--- config.mk ---
export PLATFORM = sky130hd
export DESIGN_NAME = dmm_lcd_frame_decoder_top_flat
export DESIGN_NICKNAME = d
export VERILOG_FILES = /design/src/design/dlfd_pkg.sv /design/src/design/dlfd_channels.sv /design/src/design/dlfd_front.sv /design/src/design/dlfd_queue.sv /design/src/design/dlfd_back.sv /design/src/design/dmm_lcd_frame_decoder_top.sv /design/src/flat_wrapper.sv
export VERILOG_INCLUDE_DIRS = /design/src /design/src/design
export SDC_FILE = /design/constraint.sdc
export NUM_CORES = 1
export LEC_CHECK = 0
export BUFFER_PORTS_ARGS = -buffer_cell sky130_fd_sc_hd__buf_2
export CORE_ASPECT_RATIO = 1.1
export CORE_UTILIZATION = 60
export DETAILED_ROUTE_END_ITERATION = 6
export GPL_TIMING_DRIVEN = 1
export PLACE_DENSITY_LB_ADDON = 0.05
export SLEW_MARGIN = 20
export SYNTH_ARGS = -nofsm -noshare
export SYNTH_HDL_FRONTEND = slang
export SYNTH_HIERARCHICAL = 1
export SYNTH_SLANG_ARGS = --single-unit
--- constraint.sdc ---
create_clock -name clock -period 6.9 [get_ports clock]
set_input_delay 0 -clock clock [delete_from_list [all_inputs] [get_ports clock]]
set_output_delay 0 -clock clock [all_outputs]
set_load 0.02 [all_outputs]
--- src/design/dmm_lcd_frame_decoder_top_defines.svh ---
// Assertion macros shared by the frame decoder RTL
`ifndef DMM_LCD_FRAME_DECODER_TOP_DEFINES_SVH
`define DMM_LCD_FRAME_DECODER_TOP_DEFINES_SVH

// Check that cons holds in the same cycle as ante
`define DLFD_ASSERT_SAME(label, clk, rst, ante, cons, msg) \
   label: assert property (@(posedge clk) disable iff (rst) (ante) |-> (cons)) \
      else $error(msg);

// Check that cons holds in the cycle after ante
`define DLFD_ASSERT_NEXT(label, clk, rst, ante, cons, msg) \
   label: assert property (@(posedge clk) disable iff (rst) (ante) |=> (cons)) \
      else $error(msg);

`endif

--- src/design/dlfd_pkg.sv ---
// Types, codes and the digit decoder of the meter LCD frame decoder
package dlfd_pkg;

   localparam int FRAME_LEN       = 14;
   localparam int QUEUE_DEPTH_DEF = 2;

   typedef logic [3:0] nibble_type;
   typedef logic [3:0] digit_type;
   typedef logic [FRAME_LEN-1:0][3:0] frame_type;

   // segment numbers
   localparam nibble_type SEG_NUM_FIRST = 4'd1;

   // digit codes beyond the numeric values
   localparam digit_type DIGIT_BLANK    = 4'd10;
   localparam digit_type DIGIT_LETTER_L = 4'd11;
   localparam digit_type DIGIT_UNKNOWN  = 4'd12;

   // seven-segment patterns, point bit removed
   localparam logic [6:0] SEG_0     = 7'h7d;
   localparam logic [6:0] SEG_1     = 7'h05;
   localparam logic [6:0] SEG_2     = 7'h5b;
   localparam logic [6:0] SEG_3     = 7'h1f;
   localparam logic [6:0] SEG_4     = 7'h27;
   localparam logic [6:0] SEG_5     = 7'h3e;
   localparam logic [6:0] SEG_6     = 7'h7e;
   localparam logic [6:0] SEG_7     = 7'h15;
   localparam logic [6:0] SEG_8     = 7'h7f;
   localparam logic [6:0] SEG_9     = 7'h3f;
   localparam logic [6:0] SEG_BLANK = 7'h00;
   localparam logic [6:0] SEG_L     = 7'h68;

   localparam logic [2:0] PREFIX_NONE  = 3'd0;
   localparam logic [2:0] PREFIX_NANO  = 3'd1;
   localparam logic [2:0] PREFIX_MICRO = 3'd2;
   localparam logic [2:0] PREFIX_MILLI = 3'd3;
   localparam logic [2:0] PREFIX_KILO  = 3'd4;
   localparam logic [2:0] PREFIX_MEGA  = 3'd5;

   localparam logic [2:0] UNIT_NONE    = 3'd0;
   localparam logic [2:0] UNIT_FARAD   = 3'd1;
   localparam logic [2:0] UNIT_OHM     = 3'd2;
   localparam logic [2:0] UNIT_AMP     = 3'd3;
   localparam logic [2:0] UNIT_VOLT    = 3'd4;
   localparam logic [2:0] UNIT_HERTZ   = 3'd5;
   localparam logic [2:0] UNIT_PERCENT = 3'd6;
   localparam logic [2:0] UNIT_CELSIUS = 3'd7;

   // status flag bit positions
   localparam int FLAG_AC       = 0;
   localparam int FLAG_RELATIVE = 1;
   localparam int FLAG_HOLD     = 2;
   localparam int FLAG_LOW_BATT = 3;
   localparam int FLAG_DIODE    = 4;
   localparam int FLAG_BEEP     = 5;

   typedef struct packed {
      logic full;
      logic empty;
   } q_status_type;

   typedef struct packed {
      digit_type  digit_one;
      digit_type  digit_two;
      digit_type  digit_three;
      digit_type  digit_four;
      logic       negative;
      logic [2:0] point_mask;
      logic [2:0] prefix;
      logic [2:0] unit;
      logic [5:0] status_flags;
   } rsp_type;

   function automatic digit_type decode_digit(nibble_type hi, nibble_type lo);
      logic [6:0] pat;
      digit_type  code;
      pat = {hi[2:0], lo};
      unique case (pat)
         SEG_0:     code = 4'd0;
         SEG_1:     code = 4'd1;
         SEG_2:     code = 4'd2;
         SEG_3:     code = 4'd3;
         SEG_4:     code = 4'd4;
         SEG_5:     code = 4'd5;
         SEG_6:     code = 4'd6;
         SEG_7:     code = 4'd7;
         SEG_8:     code = 4'd8;
         SEG_9:     code = 4'd9;
         SEG_BLANK: code = DIGIT_BLANK;
         SEG_L:     code = DIGIT_LETTER_L;
         default:   code = DIGIT_UNKNOWN;
      endcase
      return code;
   endfunction

endpackage

--- src/design/dlfd_channels.sv ---
// Valid/ready channel interfaces for received bytes and decoded readings
interface dlfd_req_if;
   import dlfd_pkg::*;
   logic       valid;
   logic       ready;
   logic [7:0] rx_byte;

   modport source (output valid, output rx_byte, input ready);
   modport sink   (input valid, input rx_byte, output ready);
endinterface

interface dlfd_rsp_if;
   import dlfd_pkg::*;
   logic       valid;
   logic       ready;
   digit_type  digit_one;
   digit_type  digit_two;
   digit_type  digit_three;
   digit_type  digit_four;
   logic       negative;
   logic [2:0] point_mask;
   logic [2:0] prefix;
   logic [2:0] unit;
   logic [5:0] status_flags;

   modport source (output valid, output digit_one, output digit_two, output digit_three,
                   output digit_four, output negative, output point_mask, output prefix,
                   output unit, output status_flags, input ready);
   modport sink   (input valid, input digit_one, input digit_two, input digit_three,
                   input digit_four, input negative, input point_mask, input prefix,
                   input unit, input status_flags, output ready);
endinterface

--- src/design/dlfd_front.sv ---
// Front end: frame sync on segment numbers and nibble capture
module dlfd_front (
   input  logic                   clock,
   input  logic                   reset,
   dlfd_req_if.sink               req_chan,
   output logic                   push,
   output dlfd_pkg::frame_type    push_data,
   input  dlfd_pkg::q_status_type q_status
);
   import dlfd_pkg::*;

   localparam logic [3:0] LAST_HELD = 4'(FRAME_LEN - 1);

   logic [3:0]                   held_ff, held_in;
   logic [FRAME_LEN-2:0][3:0]    nib_ff;
   logic                         accept;
   logic                         in_seq;
   nibble_type                   seg;
   nibble_type                   nib;

   assign req_chan.ready = !q_status.full;
   assign accept         = req_chan.valid && req_chan.ready;
   assign seg            = req_chan.rx_byte[7:4];
   assign nib            = req_chan.rx_byte[3:0];

   // segment 0 and 15 never match: held stays in 1..13 here
   assign in_seq = (held_ff != 4'd0) && (held_ff <= LAST_HELD) && (seg == held_ff + 4'd1);

   assign push      = accept && in_seq && (held_ff == LAST_HELD);
   assign push_data = {nib, nib_ff};

   always_comb begin
      held_in = held_ff;
      if (accept) begin
         priority if (in_seq) begin
            held_in = (held_ff == LAST_HELD) ? 4'd0 : held_ff + 4'd1;
         end else if (seg == SEG_NUM_FIRST) begin
            held_in = 4'd1;
         end else begin
            held_in = 4'd0;
         end
      end
   end

   always_ff @(posedge clock) begin
      if (reset) begin
         held_ff <= 4'd0;
      end else begin
         held_ff <= held_in;
      end
   end

   // capture the payload nibble at its slot; the last one goes straight to the queue
   always_ff @(posedge clock) begin
      if (accept) begin
         for (int i = 0; i < FRAME_LEN - 1; i++) begin
            if (in_seq && held_ff == 4'(i)) begin
               nib_ff[i] <= nib;
            end else if (!in_seq && seg == SEG_NUM_FIRST && i == 0) begin
               nib_ff[i] <= nib;
            end
         end
      end
   end

endmodule

--- src/design/dlfd_queue.sv ---
// Short queue of complete frames between front and back end
module dlfd_queue #(
   parameter int QUEUE_DEPTH = dlfd_pkg::QUEUE_DEPTH_DEF
) (
   input  logic                   clock,
   input  logic                   reset,
   input  logic                   push,
   input  dlfd_pkg::frame_type    push_data,
   input  logic                   pop,
   output dlfd_pkg::frame_type    head,
   output dlfd_pkg::q_status_type status
);
   import dlfd_pkg::*;

   localparam int PTR_W = (QUEUE_DEPTH > 1) ? $clog2(QUEUE_DEPTH) : 1;
   localparam int CNT_W = $clog2(QUEUE_DEPTH + 1);

   frame_type              mem_ff [QUEUE_DEPTH];
   logic [PTR_W-1:0]       wr_ptr_ff, wr_ptr_in;
   logic [PTR_W-1:0]       rd_ptr_ff, rd_ptr_in;
   logic [CNT_W-1:0]       count_ff, count_in;

   function automatic logic [PTR_W-1:0] next_ptr(logic [PTR_W-1:0] ptr);
      return (ptr == PTR_W'(QUEUE_DEPTH - 1)) ? '0 : ptr + PTR_W'(1);
   endfunction

   assign head         = mem_ff[rd_ptr_ff];
   assign status.full  = (count_ff == CNT_W'(QUEUE_DEPTH));
   assign status.empty = (count_ff == '0);

   always_comb begin
      wr_ptr_in = push ? next_ptr(wr_ptr_ff) : wr_ptr_ff;
      rd_ptr_in = pop  ? next_ptr(rd_ptr_ff) : rd_ptr_ff;
      count_in  = count_ff;
      unique case ({push, pop})
         2'b10:   count_in = count_ff + CNT_W'(1);
         2'b01:   count_in = count_ff - CNT_W'(1);
         default: count_in = count_ff;
      endcase
   end

   always_ff @(posedge clock) begin
      if (reset) begin
         wr_ptr_ff <= '0;
         rd_ptr_ff <= '0;
         count_ff  <= '0;
      end else begin
         wr_ptr_ff <= wr_ptr_in;
         rd_ptr_ff <= rd_ptr_in;
         count_ff  <= count_in;
      end
   end

   always_ff @(posedge clock) begin
      if (push) begin
         mem_ff[wr_ptr_ff] <= push_data;
      end
   end

endmodule

--- src/design/dlfd_back.sv ---
// Back end: decodes a queued frame into the registered reading
module dlfd_back (
   input  logic                   clock,
   input  logic                   reset,
   input  dlfd_pkg::frame_type    head,
   input  dlfd_pkg::q_status_type q_status,
   output logic                   pop,
   dlfd_rsp_if.source             rsp_chan
);
   import dlfd_pkg::*;

   logic       valid_ff, valid_in;
   rsp_type    rsp_ff, rsp_in;
   nibble_type na, nb, nc, nd, ne;

   assign na = head[9];
   assign nb = head[10];
   assign nc = head[11];
   assign nd = head[12];
   assign ne = head[13];

   // load a new reading when the output stage is empty or draining
   assign pop      = !q_status.empty && (!valid_ff || rsp_chan.ready);
   assign valid_in = pop || (valid_ff && !rsp_chan.ready);

   always_comb begin
      rsp_in             = '0;
      rsp_in.digit_one   = decode_digit(head[1], head[2]);
      rsp_in.digit_two   = decode_digit(head[3], head[4]);
      rsp_in.digit_three = decode_digit(head[5], head[6]);
      rsp_in.digit_four  = decode_digit(head[7], head[8]);
      rsp_in.negative    = head[1][3];
      rsp_in.point_mask  = {head[7][3], head[5][3], head[3][3]};

      priority if (na[2]) begin
         rsp_in.prefix = PREFIX_NANO;
      end else if (na[3]) begin
         rsp_in.prefix = PREFIX_MICRO;
      end else if (nb[3]) begin
         rsp_in.prefix = PREFIX_MILLI;
      end else if (na[1]) begin
         rsp_in.prefix = PREFIX_KILO;
      end else if (nb[1]) begin
         rsp_in.prefix = PREFIX_MEGA;
      end else begin
         rsp_in.prefix = PREFIX_NONE;
      end

      priority if (nc[3]) begin
         rsp_in.unit = UNIT_FARAD;
      end else if (nc[2]) begin
         rsp_in.unit = UNIT_OHM;
      end else if (nd[3]) begin
         rsp_in.unit = UNIT_AMP;
      end else if (nd[2]) begin
         rsp_in.unit = UNIT_VOLT;
      end else if (nd[1]) begin
         rsp_in.unit = UNIT_HERTZ;
      end else if (nb[2]) begin
         rsp_in.unit = UNIT_PERCENT;
      end else if (ne[0]) begin
         rsp_in.unit = UNIT_CELSIUS;
      end else begin
         rsp_in.unit = UNIT_NONE;
      end

      rsp_in.status_flags[FLAG_AC]       = head[0][3];
      rsp_in.status_flags[FLAG_RELATIVE] = nc[1];
      rsp_in.status_flags[FLAG_HOLD]     = nc[0];
      rsp_in.status_flags[FLAG_LOW_BATT] = nd[0];
      rsp_in.status_flags[FLAG_DIODE]    = na[0];
      rsp_in.status_flags[FLAG_BEEP]     = nb[0];
   end

   always_ff @(posedge clock) begin
      if (reset) begin
         valid_ff <= 1'b0;
      end else begin
         valid_ff <= valid_in;
      end
   end

   always_ff @(posedge clock) begin
      if (pop) begin
         rsp_ff <= rsp_in;
      end
   end

   assign rsp_chan.valid        = valid_ff;
   assign rsp_chan.digit_one    = rsp_ff.digit_one;
   assign rsp_chan.digit_two    = rsp_ff.digit_two;
   assign rsp_chan.digit_three  = rsp_ff.digit_three;
   assign rsp_chan.digit_four   = rsp_ff.digit_four;
   assign rsp_chan.negative     = rsp_ff.negative;
   assign rsp_chan.point_mask   = rsp_ff.point_mask;
   assign rsp_chan.prefix       = rsp_ff.prefix;
   assign rsp_chan.unit         = rsp_ff.unit;
   assign rsp_chan.status_flags = rsp_ff.status_flags;

endmodule

--- src/design/dmm_lcd_frame_decoder_top.sv ---
// Top level of the meter LCD frame decoder
//
//   channel    dir  beat                          handshake
//   req_chan   in   one serial byte (rx_byte)     valid/ready
//   rsp_chan   out  one decoded reading           valid/ready
//
// One byte per cycle is taken while the frame queue has room.
// After its fourteenth byte is accepted, a reading passes the frame queue and then the
// output register; it waits in the queue while the output register holds an untaken reading.
// req_chan.ready drops only when the frame queue is full; the output register
// keeps its reading while rsp_chan.ready is low.
// Synchronous reset clears frame sync, queue and output valid; no clearing pass.
`include "dmm_lcd_frame_decoder_top_defines.svh"

module dmm_lcd_frame_decoder_top #(
   parameter int QUEUE_DEPTH = dlfd_pkg::QUEUE_DEPTH_DEF
) (
   input  logic       clock,
   input  logic       reset,
   dlfd_req_if.sink   req_chan,
   dlfd_rsp_if.source rsp_chan
);
   import dlfd_pkg::*;

   logic         q_push;
   logic         q_pop;
   frame_type    q_push_data;
   frame_type    q_head;
   q_status_type q_status;

   dlfd_front u_front (
      .clock     (clock),
      .reset     (reset),
      .req_chan  (req_chan),
      .push      (q_push),
      .push_data (q_push_data),
      .q_status  (q_status)
   );

   dlfd_queue #(
      .QUEUE_DEPTH (QUEUE_DEPTH)
   ) u_queue (
      .clock     (clock),
      .reset     (reset),
      .push      (q_push),
      .push_data (q_push_data),
      .pop       (q_pop),
      .head      (q_head),
      .status    (q_status)
   );

   dlfd_back u_back (
      .clock    (clock),
      .reset    (reset),
      .head     (q_head),
      .q_status (q_status),
      .pop      (q_pop),
      .rsp_chan (rsp_chan)
   );

   `DLFD_ASSERT_SAME(a_no_push_when_full, clock, reset, q_push, !q_status.full, "frame pushed into full queue")
   `DLFD_ASSERT_NEXT(a_push_fills_queue, clock, reset, q_push && !q_pop, !q_status.empty, "pushed frame lost")
   `DLFD_ASSERT_SAME(a_rsp_from_queue, clock, reset, $rose(rsp_chan.valid), $past(!q_status.empty), "reading without frame")
   `DLFD_ASSERT_SAME(a_prefix_range, clock, reset, rsp_chan.valid, rsp_chan.prefix <= PREFIX_MEGA, "prefix code out of range")

endmodule
--- src/flat_wrapper.sv ---
// flat-port wrapper written by rule: the top's interface ports become plain ports
module dmm_lcd_frame_decoder_top_flat import dlfd_pkg::*;
#(
   parameter int QUEUE_DEPTH = dlfd_pkg::QUEUE_DEPTH_DEF
)
  (clock, reset, req_chan_valid, req_chan_rx_byte, req_chan_ready, rsp_chan_valid, rsp_chan_digit_one, rsp_chan_digit_two, rsp_chan_digit_three, rsp_chan_digit_four, rsp_chan_negative, rsp_chan_point_mask, rsp_chan_prefix, rsp_chan_unit, rsp_chan_status_flags, rsp_chan_ready);
  dlfd_req_if req_chan_i ();
  dlfd_rsp_if rsp_chan_i ();
  input  logic clock;
  input  logic reset;
  input wire logic [$bits(req_chan_i.valid)-1:0] req_chan_valid;
  input wire logic [$bits(req_chan_i.rx_byte)-1:0] req_chan_rx_byte;
  output wire logic [$bits(req_chan_i.ready)-1:0] req_chan_ready;
  output wire logic [$bits(rsp_chan_i.valid)-1:0] rsp_chan_valid;
  output wire logic [$bits(rsp_chan_i.digit_one)-1:0] rsp_chan_digit_one;
  output wire logic [$bits(rsp_chan_i.digit_two)-1:0] rsp_chan_digit_two;
  output wire logic [$bits(rsp_chan_i.digit_three)-1:0] rsp_chan_digit_three;
  output wire logic [$bits(rsp_chan_i.digit_four)-1:0] rsp_chan_digit_four;
  output wire logic [$bits(rsp_chan_i.negative)-1:0] rsp_chan_negative;
  output wire logic [$bits(rsp_chan_i.point_mask)-1:0] rsp_chan_point_mask;
  output wire logic [$bits(rsp_chan_i.prefix)-1:0] rsp_chan_prefix;
  output wire logic [$bits(rsp_chan_i.unit)-1:0] rsp_chan_unit;
  output wire logic [$bits(rsp_chan_i.status_flags)-1:0] rsp_chan_status_flags;
  input wire logic [$bits(rsp_chan_i.ready)-1:0] rsp_chan_ready;
  assign req_chan_i.valid = req_chan_valid;
  assign req_chan_i.rx_byte = req_chan_rx_byte;
  assign req_chan_ready = req_chan_i.ready;
  assign rsp_chan_valid = rsp_chan_i.valid;
  assign rsp_chan_digit_one = rsp_chan_i.digit_one;
  assign rsp_chan_digit_two = rsp_chan_i.digit_two;
  assign rsp_chan_digit_three = rsp_chan_i.digit_three;
  assign rsp_chan_digit_four = rsp_chan_i.digit_four;
  assign rsp_chan_negative = rsp_chan_i.negative;
  assign rsp_chan_point_mask = rsp_chan_i.point_mask;
  assign rsp_chan_prefix = rsp_chan_i.prefix;
  assign rsp_chan_unit = rsp_chan_i.unit;
  assign rsp_chan_status_flags = rsp_chan_i.status_flags;
  assign rsp_chan_i.ready = rsp_chan_ready;
  dmm_lcd_frame_decoder_top #(.QUEUE_DEPTH(QUEUE_DEPTH)) u_core (.clock(clock), .reset(reset), .req_chan(req_chan_i), .rsp_chan(rsp_chan_i));
endmodule
# ---- Yosys cells after proc, flatten, opt, wreduce, memory -nomap -nowiden
# Memory sizes are Yosys's and may differ from the RTL's. A register that Yosys moved wholly into a read port is not among the register bits.
# Index checks and enable logic that the tools add are counted.
dict set report op_classes {
  addsub 5
  multipliers 0
  n_div 0
  order_cmp 1
  eq_ne 62
  shift 0
  muxes 26
  n_bitwise 0
  reduce_logical 52
}
# op count
set op_table {}
lappend op_table {{$pmux 4 s12} 4}
lappend op_table {{$eq 7x7->1 const B} 20}
lappend op_table {{$eq 7x6->1 const B} 12}
lappend op_table {{$eq 7x5->1 const B} 8}
lappend op_table {{$eq 7x3->1 const B} 4}
lappend op_table {{$logic_not 7->1} 4}
lappend op_table {{$reduce_and 2->1} 13}
lappend op_table {{$eq 4x4->1 const B} 6}
lappend op_table {{$logic_and 1x1->1} 21}
lappend op_table {{$mux 3} 6}
lappend op_table {{$eq 4x3->1 const B} 4}
lappend op_table {{$mux 4} 4}
lappend op_table {{$eq 4x1->1 const B} 2}
lappend op_table {{$eq 4x2->1 const B} 2}
lappend op_table {{$mux 2} 4}
lappend op_table {{$mux 1} 7}
lappend op_table {{$reduce_or 3->1} 2}
lappend op_table {{$logic_not 1->1} 5}
lappend op_table {{$add 4x1->4 const B} 1}
lappend op_table {{$eq 2x2->1 const B} 2}
lappend op_table {{$eq 4x4->1} 1}
lappend op_table {{$le 4x4->1 const B} 1}
lappend op_table {{$logic_not 4->1} 1}
lappend op_table {{$pmux 2 s2} 1}
lappend op_table {{other kinds (8)} 11}
dict set report word_totals {
  register_bits 93
  latch_bits 0
  ramBits 112
  rom_bits 0
  inputBits 12
  out_inout_bits 34
  elab_cells 176
  mem_count 1
}
# name depth width rd rd_clocked_by_memory_dff wr line_no
set mem_list {}
lappend mem_list {u_core.u_queue.mem_ff 2 56 1 1 1 dlfd_queue.sv:18} ;# frame_type mem_ff [QUEUE_DEPTH];

# ---- Depth between registers and ports, before layout
# Gate-level depths: netlist of run 1.
dict set report depth {
  ltp_word 7
  ltp_mapped 12
  ltp_nobuf 11
}

# ---- Hierarchy
# The synthesis of run 1 kept the hierarchy.
# mod instances cells_per_inst area_each_um2 seq_area_each_um2
set modules_own_cells {}
lappend modules_own_cells {dlfd_queue 1 196 4239.1 3463.3}
lappend modules_own_cells {dlfd_front 1 118 2103.3 1641.6}
lappend modules_own_cells {dlfd_back 1 219 2097.0 980.9}

# ---- Worst setup path after synthesis of run 1
# No wires, ideal clock.
dict set report synth_timing {
  path_type {reg2reg}
  startpoint {register u_core.u_front.held_ff[0]}
  endpoint {memory u_core/u_queue/mem_ff[0][0] (netlist name), enable pin}
  arrival_time_ns 4.443
  path_slack_ns 1.987
  stages_incl_launch_ff 10
  path_cell_list {dfxtp_1 > inv_1 > ha_1 > xor2_1 > a2111o_1 > nor4_4 > buf_6 > and2_1 > inv_1 > nor2_1}
}
dict set report synth_via {
  elab_chain_len 7
  word_cells_on_any_way 11
  classes_between {add/sub: 1; order compare: 1; eq/ne: 2; mux: 2; reduce/logical: 5}
}
# item line_no
set synth_rtl {}
lappend synth_rtl {{from (decl)} dlfd_front.sv:14} ;# logic [3:0] held_ff, held_in;
lappend synth_rtl {{from (signal assigned)} dlfd_front.sv:49} ;# held_ff <= held_in;
lappend synth_rtl {{$add 4x1->4 (tied with other cells)} dlfd_front.sv:27} ;# assign in_seq = (held_ff != 4'd0) && (held_ff <= LAST_HELD) && (seg == held_ff + 4'd1);
lappend synth_rtl {{$eq 4x4->1 / $logic_and 1x1->1 (equally long branches)} dlfd_front.sv:27}
lappend synth_rtl {{$logic_and 1x1->1} dlfd_front.sv:27}
lappend synth_rtl {{$logic_and 1x1->1} dlfd_front.sv:29} ;# assign push = accept && in_seq && (held_ff == LAST_HELD);
lappend synth_rtl {{$logic_and 1x1->1 *} dlfd_front.sv:29}
lappend synth_rtl {{net u_core.q_push} dmm_lcd_frame_decoder_top.sv:25} ;# logic q_push;
lappend synth_rtl {{$mux 1 *} dlfd_queue.sv:55} ;# if (push) begin
lappend synth_rtl {{$mux 1 (not written as such) *} dlfd_queue.sv:56} ;# mem_ff[wr_ptr_ff] <= push_data;
lappend synth_rtl {{to (decl)} dlfd_queue.sv:18}
# The timed path passes the listed nets; every way through them passes the cells marked *.

# ---- Worst setup path after layout of run 1
dict set report layout_timing {
  startpoint {register u_core.u_front.held_ff[0]}
  endpoint {memory u_core/u_queue/mem_ff[0][13] (netlist name), enable pin}
}
# Same word-level chain as after synthesis.

==> reports/metrics.yaml, run 1 <==
status:
  status: "complete, but fails checks"
  violations: "DRC"
setup_path:
  critPathLaunchType: "flop"
  crit_end: "u_core/u_queue/mem_ff[0][13]"
  cpMaxStageDelayCell: "nor4_4"
  cp_common_cell: "inv_1"
  critPathLaunch: "u_core/u_front/held_ff[0]"
  crit_chain: "inv_1, ha_1, xor2_1, a2111o_1, nor4_4, and2_1, inv_1, nor2_4, buf_4"
  cp.arrival_ns: 3.52
  cp.required_ns: 6.95
  crit_type: "flop to flop"
  max_stage_delay_ns: 0.63
  crit_fanout: 50
  timing.rr.start: "u_core/u_front/held_ff[0]"
  r2r_cells: 9
  reg2reg_to: "u_core/u_queue/mem_ff[0][13]"
  worstSetupEndpointType: "flop"
  r2r_slack_ns: 3.43
finish:
  insertedDiodeCount: 0
  drive_gt1_share_pct: 24.39
  layout.nets: 575
  syn2layout_area_growth_pct: 12.58
clock_tree:
  cts_tree: "built"
  cts_buffers: 17
  root_buffer: "clkbuf_16"
  clkTransAtPathRegs_ns: 0.06
  cts_max_path_buffers: 2
  h-tree-depth: 4
  clk_latency_ns: 0.42
  numClockSinks: 191
  cts_setup_buffers: 0
route:
  wl_met1_mm: 5.730
  drc: 4
  vias: 4371
  wl_met3_um: 434
  ant_nets: 0
  top_layer: "met4"
  dr.pass1.iters: 7
  wl_met2_mm: 6.722
  viasPerCell: 6.012
  wl_per_cell_um: 18.05
  drt_wl_total_mm: 13.12
  first_iter_violations: 563
global_routing:
  grt_usage_pct: 20.67
  grt_pass1_wl_mm: 21.03
  grt_overflow: 0
  grt_antenna_before_repair: 0
  grt_max_degree: 51
  grt_pass1_vias: 4250
synthesis:
  synthesis.nets: 527
  yosys_warnings: 6
  synth_area_mm2: 0.007899
  synth_area_per_cell_um2: 15.52
  synthCells: 509
timing:
  setup_viol: 0
  finClkSkew_ns: 0.007574
  rsz0062_at_grt: "no"
  fin_setup_tns_ns: 0
  maxSlewHeadroom_pct: 53.99
  hold_viol: 0
  worst_slew_pin_slew_ns: 0.6901
  fmax_ghz: 0.2882
  fin_crit_sh_pct: 50.29
  layout_setup_ws_ns: 3.430
  slew_viol_final: 0
  min_period_ns: 3.470
placement:
  gp_congestion: 0.8033
  dp.final_hpwl_mm: 7.804
  port_buffers: 45
  dp_slack_ns: 3.447
job:
  drv_cap: 0
die:
  die_h_um: 122.3
  rows: 43
  die_x_um: 111.4
  core_area_mm2: 0.01270
  io_pins: 46
  die_area_mm2: 0.01363
  start_util_pct: 62.21
power:
  power.density_mw_per_mm2: 302.0
  p_leak_nw: 2.932
  vdd_drop_max_mv: 0.2583
hold_path:
  hp-class: "primary input to flop"
## critical path, delay by kind of cell, from the launching register on
kind | cells | cell delay (ns)
simple gates | 3 | 0.98
buf+inv | 3 | 0.76
flops | 1 | 0.45
compound gates | 1 | 0.37
fa+ha+maj | 1 | 0.34
xor+xnor | 1 | 0.17
## layout make-up
cell class,instances,area (µm²)
sequential,191,5637
fill,817,3805
multi-input combinational,280,2064
clock buffer,19,452.9
timing repair buffer,59,375.4
tap,157,196.4
clock inverter,13,136.4
inverter,8,30.03
## timing repair
action                                 in CTS  in global routing
hold buffers                               10                  0
resized for setup                           0                  0
endpoints found under the hold margin      60                  0
## cells in the final DEF (no fill, tap or decap), types with 3 or more instances in the layout
master	instances
nor4_1	3
and4_1	3
o2111ai_1	3
nand3b_1	4
nor3b_1	3
nor4b_1	4
clkbuf_16	17
buf_4	3
and4b_1	5
buf_2	45
a21oi_1	16
and3_1	9
dlygate4sd3_1	10
nand2b_1	4
o21ai_0	7
xnor2_1	7
inv_1	8
o211ai_1	3
o21bai_1	4
mux2i_1	3
nor3_1	7
xor2_1	3
nand4_1	4
o31ai_1	5
nand3_1	12
o22ai_1	5
nand2_1	28
clkinv_2	4
ha_1	6
nor2_1	27
edfxtp_1	181
dfxtp_1	9
nor2b_1	7
a31oi_1	8
mux2_2	50
## flip-flops by register name, indices dropped and copies added (netlist names), named ones only
register and count:
u_core/u_queue/mem_ff 100, u_core/u_queue/wr_ptr_ff 1, u_core/u_front/push_data 49, u_core/u_front/held_ff 4, u_core/u_back/rsp_chan.digit_one 4, u_core/u_back/rsp_chan.negative 1, u_core/u_back/rsp_chan.status_flags 6, u_core/u_back/rsp_chan.digit_four 4
u_core/u_back/rsp_chan.valid 1, u_core/u_queue/rd_ptr_ff 1, u_core/u_back/rsp_chan.digit_two 4, u_core/u_back/rsp_chan.prefix 3, u_core/u_back/rsp_chan.digit_three 4, u_core/u_back/rsp_chan.point_mask 3, u_core/u_back/rsp_chan.unit 3, u_core/u_queue/count_ff 2
## through the flow
step                      hold WS [ns]  total power, mW  utilization, %  instance area [µm²]  cells
after CTS                       0.2629            2.695           69.82                 8865    726
after global placement          0.2962            1.722           64.39                 8175    684
after global routing            0.3458            2.787           70.03                 8892    727
after floorplan                0.06907            1.658               -                 7899    509
after detailed placement        0.3034            1.733           64.39                 8175    684
final                           0.2937            2.686           70.03                 8892    727
## layer usage
layer	vias up	track usage (%)
li1	2073	-
met1	2144	25.34
met2	132	34.41
met3	22	4.642
met4	0	11.66
met5	-	0
## power breakdown
group	total [mW]	leakage, nW	internal, mW	switching [mW]
clock	0.958	0.289	0.554	0.404
sequential	1.32	1.70	1.31	0.0110
combinational	0.402	0.940	0.153	0.249
## how the worst min path moves through the flow
stage                             start                           end  slack (ns)  cells past startpoint
global route        req_chan_rx_byte[4]     u_core/u_front/held_ff[1]        0.35                      6
detailed placement       rsp_chan_ready  u_core/u_back/rsp_chan.valid        0.30                      3
floorplan                         reset  u_core/u_back/rsp_chan.valid        0.07                      1
global placement         rsp_chan_ready  u_core/u_back/rsp_chan.valid        0.30                      3
finish              req_chan_rx_byte[4]     u_core/u_front/held_ff[1]        0.29                      6
CTS                 req_chan_rx_byte[4]     u_core/u_front/held_ff[1]        0.26                      6
(Power assumes the default switching activity.)
==> run 2, diff against run 1 <==
--- a/config.mk
+++ b/config.mk
@@ -8,7 +8,7 @@
 export LEC_CHECK = 0
 export BUFFER_PORTS_ARGS = -buffer_cell sky130_fd_sc_hd__buf_2
 export CORE_ASPECT_RATIO = 1.1
-export CORE_UTILIZATION = 60
+export CORE_UTILIZATION = 55
 export DETAILED_ROUTE_END_ITERATION = 6
 export GPL_TIMING_DRIVEN = 1
 export PLACE_DENSITY_LB_ADDON = 0.05
==> constraint.sdc (replaced) <==
create_clock -name clock -period 2.8 [get_ports clock]
set_input_delay 0 -clock clock [delete_from_list [all_inputs] [get_ports clock]]
set_output_delay 0 -clock clock [all_outputs]
set_load 0.02 [all_outputs]
==> run 2 against run 1 <==
Against the previous run:
- the flow now finishes without violations
- first-iteration DRC count fell by 36%
- power up 140%
- cell count grew 5.1%
- design area is 1.1% higher
- non-clock buffer count is 6 higher
- clock power grew 130%
- worst setup slack got worse by 3.3 ns
- global-route usage down 0.99 points
- critical endpoint is now u_core/u_queue/count_ff[1]
- highest routed layer unchanged
==> reports/metrics.yaml, run 2 (synthesis gave the netlist of run 1 again) <==
job:
  drv_cap: 0
power:
  switching_power_mw: 1.702
  netSwitchingFraction_pct: 26.23
  pwr-share-seq_pct: 50.8
  power.density_mw_per_mm2: 721.8
  internal_power_mw: 4.788
  vdd_drop_max_mv: 0.4946
  pwr-share-comb_pct: 14.9
  clkPwrFrac_pct: 34.3
  p_leak_nw: 2.958
placement:
  port_buffers: 45
  gp_congestion: 0.8516
  dp.final_hpwl_mm: 8.211
global_routing:
  grt_usage_pct: 19.68
  grt_max_degree: 51
  grt_pass1_vias: 4144
  grt_antenna_before_repair: 0
  grt_pass1_wl_mm: 21.40
  grt_overflow: 0
setup_path:
  cp.depth: 10
  cp.arrival_ns: 3.05
  worstSetupEndpointType: "flop"
  crit_type: "flop to flop"
  cp.required_ns: 3.16
  critPathTopFamily: "simple AND/OR/NAND/NOR gates"
  crit_fanout: 5
  crit_chain: "inv_2, ha_4, xor2_1, a2111o_1, nor4_4, and2_4, inv_4, ha_1, or3_1, a21oi_1"
  critPathLaunchType: "flop"
  crit_buf_inv: 2
  r2r_cells: 10
  max_stage_delay_ns: 0.47
  cpMaxStageDelayCell: "a2111o_1"
timing:
  finClkSkew_ns: 0.01172
  rsz0062_at_grt: "no"
  worst_slew_pin_slew_ns: 0.5489
  setup_viol: 0
  hold_viol: 0
  fmax_ghz: 0.3719
  min_period_ns: 2.689
  fin_crit_sh_pct: 96.03
  maxSlewHeadroom_pct: 63.41
  slew_viol_final: 0
  hold_slack_ns: 0.2562
finish:
  utilization_pct: 64.65
  largest_reg_flops: 100
  final_common_cell: "edfxtp_1"
  syn2layout_area_growth_pct: 13.83
  insertedDiodeCount: 0
  layout.nets: 581
  layout_common_cells: "edfxtp_1 (181), mux2_2 (50), buf_2 (45), nand2_1 (28), nor2_1 (27)"
  drive_gt1_share_pct: 26.56
  top_register: "u_core/u_queue/mem_ff"
hold_path:
  holdPathStages: 6
  hp-class: "primary input to flop"
clock_tree:
  numClockSinks: 191
  cts_max_path_buffers: 2
  h-tree-depth: 4
  clk_latency_ns: 0.43
  post_cts_resized: 0
  clkTransAtPathRegs_ns: 0.07
  cts_buffers: 17
  root_buffer: "clkbuf_16"
  cts_tree: "built"
route:
  viasPerCell: 5.666
  wl_per_cell_um: 17.22
  vias: 4329
  drt_wl_total_mm: 13.16
  ant_nets: 0
  first_iter_violations: 363
  drc: 0
  dr.pass1.iters: 5
die:
  rows: 45
  start_util_pct: 56.80
  die_h_um: 127.7
  die_x_um: 116.3
  io_pins: 46
  die_area_mm2: 0.01485
  core_area_mm2: 0.01391
status:
  status: "complete, no violations"
## run 2: cell count changes in the layout (fill, tap and decap cells not counted), sizes merged
cell / change
clkinvlp: -1
inv: +5
buf: +6
clkbuf: -2
bufinv: -2
## run 2: layout make-up
class | count | area (µm²)
clock buffers | 17 | 425.4
fillers | 1020 | 4916
clock inverters | 15 | 126.4
multi-input cells | 280 | 2079
flip-flops and latches | 191 | 5642
inverters | 8 | 32.53
repair buffers | 65 | 450.4
well taps | 188 | 235.2
## run 2: tightest hold or removal path, delay by kind of cell
family                 cells  cell delay, ns
buffers and inverters      1            0.09
AND/OR/NAND/NOR            2            0.19
XOR/XNOR                   1            0.11
AO/OA/AOI/OAI              2            0.25
## run 2: power groups by stage
stage / combinational (mW) / sequential [mW] / clock, mW
2_1_floorplan: 0.655 / 3.43 / 0
4_1_cts: 0.967 / 3.30 / 2.28
6_report: 0.967 / 3.30 / 2.22
3_5_place_dp: 0.949 / 3.36 / 0
3_3_place_gp: 0.933 / 3.36 / 0
5_1_grt: 1.05 / 3.31 / 2.40
## run 2: path summary, 6_finish.rpt
path	end	start	slack, ns
worst min register to register	u_core/u_queue/mem_ff[1][19]	u_core/u_front/push_data[19]	0.45
worst max register to register	u_core/u_queue/count_ff[1]	u_core/u_front/held_ff[1]	0.11
worst max-delay path	u_core/u_queue/count_ff[1]	u_core/u_front/held_ff[1]	0.11
worst min-delay path	u_core/u_front/held_ff[1]	req_chan_rx_byte[4]	0.26
## run 2: layer usage
layer / vias up / GRT usage (%) / part of all wire (%)
met5: - / 0 / 0
met4: 0 / 8.296 / 1.4
met3: 17 / 4.350 / 3.6
met2: 105 / 30.70 / 50
met1: 2125 / 26.77 / 45
li1: 2082 / - / -
## run 2: timing repair
action,in CTS,in global routing
hold endpoints to repair,61,0
buffers inserted,0,0
hold buffers,10,0
## run 2: metrics by stage
step / cell area [µm²] / setup slack [ns] / instances / setup TNS [ns] / power, mW
finish: 8991 / 0.1110 / 764 / 0 / 6.490
detailed placement: 8339 / 0.1294 / 722 / 0 / 4.312
global placement: 8339 / 0.1814 / 722 / 0 / 4.294
CTS: 8991 / 0.1155 / 764 / 0 / 6.548
global route: 8991 / 0.006886 / 764 / 0 / 6.759
floorplan: 7933 / -0.2384 / 509 / -18.62 / 4.086
==> run 3, diff against run 2 <==
--- a/config.mk
+++ b/config.mk
@@ -6,10 +6,10 @@
 export SDC_FILE = /design/constraint.sdc
 export NUM_CORES = 1
 export LEC_CHECK = 0
-export BUFFER_PORTS_ARGS = -buffer_cell sky130_fd_sc_hd__buf_2
 export CORE_ASPECT_RATIO = 1.1
-export CORE_UTILIZATION = 55
+export CORE_UTILIZATION = 57
 export DETAILED_ROUTE_END_ITERATION = 6
+export DONT_BUFFER_PORTS = 1
 export GPL_TIMING_DRIVEN = 1
 export PLACE_DENSITY_LB_ADDON = 0.05
 export SLEW_MARGIN = 20
==> run 3 against run 2 <==
Against the previous run:
- clock power grew 13%
- cell count shrank 6.8%
- die area shrank 3.4%
- maximum frequency grew 4.4%
- sequential cell count is the same
- non-clock buffer count shrank 48
- combinational power shrank 17%
- first-iteration DRC count grew 12%
- critical path depth is the same
- critical endpoint unchanged
- largest cell class unchanged
- highest routed layer unchanged
==> reports/metrics.yaml, run 3 (synthesis gave the netlist of run 1 again) <==
die:
  start_util_pct: 59.04
  core_area_mm2: 0.01338
  die_h_um: 125.5
  rows: 44
  die_x_um: 114.2
  io_pins: 46
  die_area_mm2: 0.01433
hold_path:
  worst_hold_path.endpoint: "u_core/u_front/held_ff[0]"
  hp-start: "req_chan_rx_byte[4]"
  holdPathStages: 5
  hp-class: "primary input to flop"
power:
  p_leak_nw: 2.786
  power.density_mw_per_mm2: 759.9
  vdd_drop_max_mv: 0.5541
clock_tree:
  numClockSinks: 191
  cts_max_path_buffers: 2
  h-tree-depth: 4
  clk_latency_ns: 0.42
  cts_tree: "built"
  root_buffer: "clkbuf_16"
  clkTransAtPathRegs_ns: 0.06
  cts_setup_buffers: 0
  cts_buffers: 17
route:
  first_iter_violations: 405
  wl_per_cell_um: 17.74
  viasPerCell: 5.871
  ant_nets: 0
  drt_wl_total_mm: 12.63
  vias: 4180
  drc: 0
  dr.pass1.iters: 5
setup_path:
  r2r_slack_ns: 0.22
  critPathLaunchType: "flop"
  timing.rr.start: "u_core/u_front/held_ff[0]"
  cp.arrival_ns: 2.93
  cp.required_ns: 3.15
  reg2reg_to: "u_core/u_queue/count_ff[1]"
  r2r_cells: 10
  crit_fanout: 6
  crit_type: "flop to flop"
  worstSetupEndpointType: "flop"
placement:
  port_buffers: 0
  dp.final_hpwl_mm: 7.714
  gp_congestion: 0.7641
timing:
  slew_viol_final: 0
  min_period_ns: 2.575
  worst_slew_pin_slew_ns: 0.6674
  finClkSkew_ns: 0.008696
  fmax_ghz: 0.3883
  hold_slack_ns: 0.1574
  setup_viol: 0
  hold_viol: 0
  maxSlewHeadroom_pct: 55.36
  rsz0062_at_grt: "no"
  fin_crit_sh_pct: 91.97
finish:
  syn2layout_area_growth_pct: 11.42
  layout.nets: 533
  largest_reg_flops: 100
  insertedDiodeCount: 0
  drive_gt1_share_pct: 18.75
  utilization_pct: 65.79
  top_register: "u_core/u_queue/mem_ff"
  final_common_cell: "edfxtp_1"
  layout_common_cells: "edfxtp_1 (181), mux2_2 (50), nand2_1 (28), nor2_1 (27), clkbuf_16 (17)"
global_routing:
  grt_pass1_wl_mm: 20.28
  grt_pass1_vias: 3924
  grt_max_degree: 51
  grt_antenna_before_repair: 0
  grt_overflow: 0
  grt_usage_pct: 19.08
status:
  status: "complete, no violations"
job:
  drv_cap: 0
-- run 3: changes by cell type in the layout (fill, tap and decap cells not counted), sizes merged --
cell,change
buf,-48
inv,-7
bufinv,+5
clkbuf,+3
clkinv,-2
clkinvlp,+1
-- run 3: through the flow --
stage               instances  setup slack [ns]  area [µm²]  TNS (ns)  total power, mW
floorplan                 509           -0.2384        7933    -18.62            4.086
global placement          670            0.1797        8074         0            4.197
detailed placement        670            0.1418        8074         0            4.213
CTS                       712            0.1051        8801         0            6.761
global route              712           0.09482        8801         0            6.943
finish                    712            0.2248        8801         0            6.688
-- run 3: routing by layer --
metal / vias up / global-route usage [%] / part of all wire (%)
met1: 2066 / 24.86 / 45
li1: 1998 / - / -
met4: 0 / 7.181 / 1.0
met2: 106 / 31.12 / 50
met3: 10 / 4.605 / 3.7
met5: - / 0 / 0
-- run 3: cell type report --
cell class | instances | area (µm²)
clock buffer | 20 | 436.7
clock inverter | 12 | 190.2
fill | 941 | 4577
inverter | 8 | 32.53
multi-input combinational | 280 | 2079
sequential | 191 | 5642
tap | 184 | 230.2
timing repair buffer | 17 | 190.2
-- run 3: where the power goes --
group          total, mW  leakage, nW  internal (mW)  switching [mW]
combinational      0.799        0.784          0.313           0.486
sequential          3.38         1.70           3.25           0.133
clock               2.51        0.297           1.58           0.933
total               6.69         2.79           5.13            1.55
-- run 3: worst max path at each step --
stage / end / slack [ns] / depth (start not counted) / start
global route: u_core/u_queue/count_ff[1] / 0.09 / 10 / u_core/u_front/held_ff[1]
global placement: u_core/u_queue/count_ff[1] / 0.18 / 10 / u_core/u_front/held_ff[1]
CTS: u_core/u_queue/count_ff[1] / 0.11 / 10 / u_core/u_front/held_ff[1]
floorplan: u_core/u_queue/mem_ff[0][10] / -0.24 / 9 / u_core/u_front/held_ff[1]
finish: u_core/u_queue/count_ff[1] / 0.22 / 10 / u_core/u_front/held_ff[0]
detailed placement: u_core/u_queue/count_ff[1] / 0.14 / 10 / u_core/u_front/held_ff[1]
-- run 3: worst max-delay path: stages, from the launching register on --
cell and delay, ns:
dfxtp_4 0.37, inv_2 0.10, ha_4 0.21, xor2_1 0.14, a2111o_1 0.36, nor4_4 0.25
and2_4 0.21, inv_4 0.04, ha_1 0.33, or3_1 0.35, a21oi_1 0.14
-- run 3: what timing repair did --
item,in CTS,in global routing
setup endpoints to repair,0,1
hold buffers,10,0
endpoints found under the hold margin,62,0
resized for setup,0,0
